$ cat config.mk
export PLATFORM = sky130hd
export DESIGN_NAME = adll_ctrl
export DESIGN_NICKNAME = d
export VERILOG_FILES = /design/src/hdl/adll_pkg.sv /design/src/hdl/adll_ctrl.sv
export SDC_FILE = /design/constraint.sdc
export NUM_CORES = 1
export LEC_CHECK = 0
export CAP_MARGIN = 10
export CORE_AREA = 4 4 41 43
export CTS_CLUSTER_DIAMETER = 50
export CTS_CLUSTER_SIZE = 16
export DETAILED_ROUTE_END_ITERATION = 12
export DIE_AREA = 0 0 45 47
export DONT_BUFFER_PORTS = 1
export HOLD_SLACK_MARGIN = 0.08
export PLACE_DENSITY = 0.5
export SLEW_MARGIN = 20
export SYNTH_ARGS = -nofsm -noshare
export SYNTH_HDL_FRONTEND = slang
export SYNTH_SLANG_ARGS = --single-unit
$ cat constraint.sdc
create_clock -name clk -period 1.75 [get_ports clk]
set_input_delay 0.175 -clock clk [delete_from_list [all_inputs] [get_ports clk]]
set_output_delay 0.175 -clock clk [all_outputs]
set_load 0.05 [all_outputs]
$ cat src/hdl/adll_pkg.sv
// ----------------------------------------------------------------------------
// adll_pkg
// Shared types and constants of the array-based doubly linked list.
// ----------------------------------------------------------------------------
package adll_pkg;

  localparam int ID_BITS          = 10;
  localparam int KIND_BITS        = 3;
  localparam int DEF_NODE_SLOTS   = 1024;
  localparam int DEF_VALUE_BITS   = 32;

  typedef enum logic [KIND_BITS-1:0] {
    KIND_PUSH_HEAD  = 3'd0,
    KIND_PUSH_TAIL  = 3'd1,
    KIND_INS_AFTER  = 3'd2,
    KIND_INS_BEFORE = 3'd3,
    KIND_DELETE     = 3'd4,
    KIND_MOVE_HEAD  = 3'd5,
    KIND_MOVE_TAIL  = 3'd6,
    KIND_READ       = 3'd7
  } kind_t;

  typedef enum logic [3:0] {
    ST_IDLE, ST_DECODE, ST_RD, ST_INS_A, ST_INS_B, ST_INB_A, ST_INB_B,
    ST_UNL_A, ST_UNL_B, ST_FRONT_A, ST_FRONT_B, ST_BACK_A, ST_BACK_B, ST_FINISH
  } state_t;

  typedef enum logic [3:0] {
    CMD_NONE, CMD_ACCEPT, CMD_READ, CMD_INS_A, CMD_INS_B, CMD_INB_A, CMD_INB_B,
    CMD_UNL_A, CMD_UNL_B, CMD_FRONT_A, CMD_FRONT_B, CMD_BACK_A, CMD_BACK_B,
    CMD_FINISH
  } cmd_t;

  typedef struct packed {
    kind_t kind;
    logic  full;
    logic  k_is_head;
    logic  k_is_tail;
    logic  head_zero;
    logic  tail_zero;
    logic  out_busy;
  } stat_t;

endpackage

$ cat src/hdl/adll_ctrl.sv
// ----------------------------------------------------------------------------
// adll_ctrl
// Sequencer that steps the datapath through the link updates of one item.
// ----------------------------------------------------------------------------
module adll_ctrl
  import adll_pkg::*;
(
  input  logic   clk,
  input  logic   rst_n,
  input  logic   in_valid,
  output logic   in_ready,
  input  stat_t  stat,
  output cmd_t   cmd
);

  state_t state_r, state_nxt;

  always_ff @(posedge clk) begin
    if (!rst_n) begin
      state_r <= ST_IDLE;
    end else begin
      state_r <= state_nxt;
    end
  end

  always_comb begin
    state_nxt = state_r;
    cmd       = CMD_NONE;
    in_ready  = 1'b0;
    case (state_r)
      ST_IDLE: begin
        in_ready = 1'b1;
        if (in_valid) begin
          cmd       = CMD_ACCEPT;
          state_nxt = ST_DECODE;
        end
      end
      ST_DECODE: begin
        if (stat.full) begin
          state_nxt = ST_FINISH;
        end else begin
          case (stat.kind)
            KIND_PUSH_HEAD:  state_nxt = ST_FRONT_A;
            KIND_PUSH_TAIL:  state_nxt = ST_BACK_A;
            KIND_INS_AFTER:  state_nxt = stat.k_is_tail ? ST_BACK_A : ST_RD;
            KIND_INS_BEFORE: state_nxt = stat.k_is_head ? ST_FRONT_A : ST_RD;
            default:         state_nxt = ST_RD;
          endcase
        end
      end
      ST_RD: begin
        cmd = CMD_READ;
        case (stat.kind)
          KIND_INS_AFTER:  state_nxt = ST_INS_A;
          KIND_INS_BEFORE: state_nxt = ST_INB_A;
          KIND_READ:       state_nxt = ST_FINISH;
          default:         state_nxt = ST_UNL_A;
        endcase
      end
      ST_INS_A: begin
        cmd       = CMD_INS_A;
        state_nxt = ST_INS_B;
      end
      ST_INS_B: begin
        cmd       = CMD_INS_B;
        state_nxt = ST_FINISH;
      end
      ST_INB_A: begin
        cmd       = CMD_INB_A;
        state_nxt = ST_INB_B;
      end
      ST_INB_B: begin
        cmd       = CMD_INB_B;
        state_nxt = ST_FINISH;
      end
      ST_UNL_A: begin
        cmd       = CMD_UNL_A;
        state_nxt = ST_UNL_B;
      end
      ST_UNL_B: begin
        cmd = CMD_UNL_B;
        case (stat.kind)
          KIND_MOVE_HEAD: state_nxt = ST_FRONT_A;
          KIND_MOVE_TAIL: state_nxt = ST_BACK_A;
          default:        state_nxt = ST_FINISH;
        endcase
      end
      ST_FRONT_A: begin
        cmd       = CMD_FRONT_A;
        state_nxt = stat.head_zero ? ST_FINISH : ST_FRONT_B;
      end
      ST_FRONT_B: begin
        cmd       = CMD_FRONT_B;
        state_nxt = ST_FINISH;
      end
      ST_BACK_A: begin
        cmd       = CMD_BACK_A;
        state_nxt = stat.tail_zero ? ST_FINISH : ST_BACK_B;
      end
      ST_BACK_B: begin
        cmd       = CMD_BACK_B;
        state_nxt = ST_FINISH;
      end
      ST_FINISH: begin
        if (!stat.out_busy) begin
          cmd       = CMD_FINISH;
          state_nxt = ST_IDLE;
        end
      end
      default: begin
        state_nxt = ST_IDLE;
      end
    endcase
  end

endmodule

* Yosys cells after proc, flatten, opt, wreduce, memory -nomap -nowiden
Index checks and enable logic that the tools add are counted.
** Operators by class
- Eq/ne operators :: 21
- Reduce and logical (&&, ||, !) cells :: 4
- Muxes and demuxes :: 15
** Operators with widths (number)
- $pmux W4 S13 :: 1
- $pmux W4 S11 :: 1
- $eq A4 B4 Y1 const B :: 6
- $mux W4 :: 6
- $eq A4 B3 Y1 const B :: 4
- $pmux W4 S4 :: 1
- $pmux W4 S3 :: 1
- $eq A3 B3 Y1 const B :: 3
- $eq A4 B2 Y1 const B :: 2
- $eq A3 B2 Y1 const B :: 2
- $pmux W3 S2 :: 1
- $eq A4 B1 Y1 const B :: 1
- $logic_not A4 Y1 :: 1
- $ne A2 B2 Y1 const B :: 2
- $reduce_or A4 Y1 :: 1
- $eq A3 B1 Y1 const B :: 1
- $logic_not A3 Y1 :: 1
- $mux W1 :: 3
- $mux W3 :: 1
- $reduce_and A2 Y1 :: 1
** Storage, ports and cells
- Input port bits :: 12
- Register bits :: 4
- Output and inout port bits :: 5

* Logic depth before layout (Yosys ltp)
- Depth in word-level cells :: 4
- Mapped depth :: 5
- Mapped depth without buffers :: 4

* Worst setup path after synthesis
Ideal clock, no wire load.
- Path kind :: reg-to-output
- Start :: reg state_r[2]
- End :: out cmd[0]
- Data required time :: 1.575 ns
- Arrival time :: 1.670 ns
- Stages on the path, launching flop included :: 6
- Slack :: -0.095 ns
- Path buffers :: 1
- Path through :: dfxtp_1 clkbuf_1 inv_2 nor3_1 a31oi_1 o21ai_1
** On the way
- Cells in the longest elaborated chain, start to end :: 2
- Elaborated cells on any way between the ends :: 14
** RTL lines
- start: declaration :: RTL line adll_ctrl.sv:16 : state_t state_r, state_nxt;
- start signal: assignment :: RTL line adll_ctrl.sv:22 : state_r <= state_nxt;
- $eq A4 B4 Y1, or another cell as far along :: RTL line adll_ctrl.sv:30 : case (state_r)
- $pmux W4 S13 (*) :: RTL line adll_ctrl.sv:30
- end: declaration :: RTL line adll_ctrl.sv:13 : output cmd_t cmd
Every way passes the cells marked *; elsewhere a longest branch is shown, timed or not.

* Worst setup path after layout
- Start :: reg state_r[3]
- End :: out cmd[0]
The elaborated chain is that of the path after synthesis.

==> results by group <==
Place
  • Port bufs: 0
  • Hpwl dp: 1.08 mm
  • Place WS: 291 ps
  • GP Congestion: 0.767

STA
  • Worst Max-Slew Pin Slew: 458 ps
  • Setup TNS: 0 ps
  • Final Hold Fails: 0
  • Unrepaired setup endpoints after global routing: false
  • Period utilisation layout: 94.5%
  • Max-Slew Margin vs Limit: 69.4%
  • Fin Clk Skew: 2.89 ps
  • Fmax: 605 MHz
  • Setup slack after layout: 96.8 ps
  • Fin. max-slew vios: 0
  • Final Setup Violations: 0
  • Final worst path period need: 1650 ps

Synthesis
  • Synth Instances: 75
  • Fraction of registers with async set/reset: 0%
  • Dominant cell type by area after synthesis: dfxtp_1
  • Leading cell types by total area after synthesis: dfxtp_1 (15%), o21ai_0 (6.7%), a21oi_1 (4.8%)
  • Syn Area/Cell: 6.94 µm²
  • Syn_nets: 87
  • Sequential share of the synthesized area: 15.4%
  • Ys Warns: 0
  • Synth unique cells: 40
  • Yosys top cell area share: 15.4%
  • Flop and latch count out of synthesis: 4
  • Predominant post-synthesis flop cell: dfxtp_1
  • Post-synth EDFFs: 0
  • Synthesized area: 520 µm²

Die
  • Die Y-Extent: 47 µm
  • Core area: 0.00130 mm²
  • Initial core utilization: 40.0%
  • I/O Pins: 17
  • Die Wd: 45 µm
  • Core Rows: 13
  • Die footprint: 0.00212 mm²

Setup path
  • WS Path Type: flip-flop to output pin
  • WP data arrival: 1480 ps
  • WP data required: 1570 ps
  • Crit path capture type: output pin
  • Reg-to-Reg Start: state_r[2]
  • CP Max Fanout: 16
  • Worst reg2reg path endpoint: state_r[2]
  • Crit path buf inv count: 1
  • CP max-delay cell: dfxtp_1
  • CP cell instances: nor2_1, o21ai_0, nand2_1, o21ai_2, buf_4
  • R2r worst-path depth: 4
  • Startpoint types: flip-flop
  • Critical Path Max Stage Delay: 590 ps
  • Register-to-register setup slack: 270 ps
  • Delay-heaviest family, CP: flip-flops

GRT
  • Overflow after GRT: 0
  • Largest net degree at the start of global routing: 17
  • Vias in the first global route: 530
  • First-pass GRT wire length: 2.50 mm
  • GRT Overall Usage: 16.1%
  • Initial antenna violation count: 0

Cells and area
  • Largest Register: state_r
  • Antenna diodes: 0
  • # nets final: 93
  • Largest registers: state_r (4)
  • Layout cell share with drive strength beyond 1: 19.0%
  • Most frequent cells in the layout: o21ai_0 (7), buf_4 (7), nand2_1 (6)
  • Area grow syn2layout: 12.3%
  • Largest register FFs: 4

Clock network
  • TritonCTS clock tree: done
  • Worst-case clock buffer depth: 2
  • Post-CTS Setup Inserts: 0
  • Number of H-tree levels: 1
  • Worst-Skew Late Latency: 230 ps
  • Post-CTS Hold Fix Bufs: 1
  • Worst-path clk slew: 40 ps
  • Number of CTS-inserted buffers: 3
  • Clock sink count: 4
  • Post-CTS sizing: 0
  • CTS Root Buffer Type: clkbuf_4

Worst hold path
  • Hold crit path type: primary input to flip-flop
  • Min-delay src: stat[0]
  • Worst hold endpoint: state_r[0]
  • Hold depth: 2

Route
  • Routed WL: 1.45 mm
  • Via density: 6.24
  • First-pass iteration count of the detailed router: 4
  • DRC violations left: 0
  • Final antenna-violating net count: 0
  • Via count: 587
  • DRT iter0 DRCs: 26
  • Routed wire per std cell: 15.4 µm

Power and ir drop
  • VDD IR-drop max: 612 µV
  • Static leakage: 0.236 nW
  • P per Cell Area: 1840 mW/mm²

Flow run
  • Max cap viols: 0

Status
  • Outcome: completed
==> power by group <==
part | internal, mW | leakage, nW | total [mW] | switching [mW]
Combinational | 0.270 | 0.189 | 0.756 | 0.486
Sequential | 0.128 | 0.0332 | 0.207 | 0.0784
Clock | 0.0767 | 0.0138 | 0.114 | 0.0371
Total | 0.475 | 0.236 | 1.08 | 0.602
==> final cells by class <==
type	count	area, µm²
clock buffers	3	22.5
fillers	152	717
inverters	4	15.0
multi-input cells	60	385
flip-flops and latches	4	80.1
well taps	15	18.8
repair buffers	8	62.6
==> how the worst max path moves through the flow <==
| stage | from | endpoint | slack, ps | cells after the start |
|---|---|---|---|---|
| after floorplan | state_r[1] | cmd[2] | 30 | 4 |
| after global placement | state_r[2] | state_r[2] | 290 | 4 |
| after detailed placement | state_r[2] | state_r[2] | 290 | 4 |
| after CTS | state_r[3] | cmd[0] | 130 | 4 |
| after global routing | state_r[3] | cmd[0] | 20 | 5 |
| final | state_r[3] | cmd[0] | 100 | 5 |
==> worst reg2reg max path, stage by stage (launching register included) <==
cell and delay (ps):
dfxtp_1 310, or4b_1 520, a21oi_1 160, a211oi_1 80
a211o_1 300
==> routing by layer <==
metal,wire length (µm),up-vias,GRT usage [%],part of all wire [%]
met4,0,0,3.51,0
met2,691,36,26.0,48
li1,-,292,-,-
met3,175,0,6.51,12
met1,586,259,20.2,40
met5,0,-,0,0
==> through the flow <==
| step | power, mW | cells | util, % | hold WS [ps] | area [µm²] |
|---|---|---|---|---|---|
| 6_report | 1.08 | 94 | 44.9 | 120 | 584 |
| 2_1_floorplan | 0.802 | 75 | - | 343 | 524 |
| 3_5_place_dp | 0.954 | 90 | 42.4 | 297 | 552 |
| 3_3_place_gp | 0.958 | 90 | 42.4 | 299 | 552 |
| 5_1_grt | 1.16 | 94 | 44.9 | 127 | 584 |
| 4_1_cts | 1.07 | 94 | 44.9 | 121 | 584 |
==> cell usage after synthesis (3+ instances only) <==
master    count
nor2_1        4
dfxtp_1       4
nand2b_1      4
nand2_1       6
a31oi_1       3
o21ai_0       7
a21oi_1       5
nor2b_1       3
==> cell families (layout without fill, tap and decap cells) <==
kind of cell	count (synthesis)	in the layout	share of synthesized area (%)
XOR/XNOR	1	1	1.68
multiplexers	1	1	1.92
buffers and inverters	11	15	11.3
flip-flops	4	4	15.4
AND/OR/NAND/NOR	28	28	31.3
AO/OA/AOI/OAI	30	30	38.5
(Power assumes the default switching activity.)
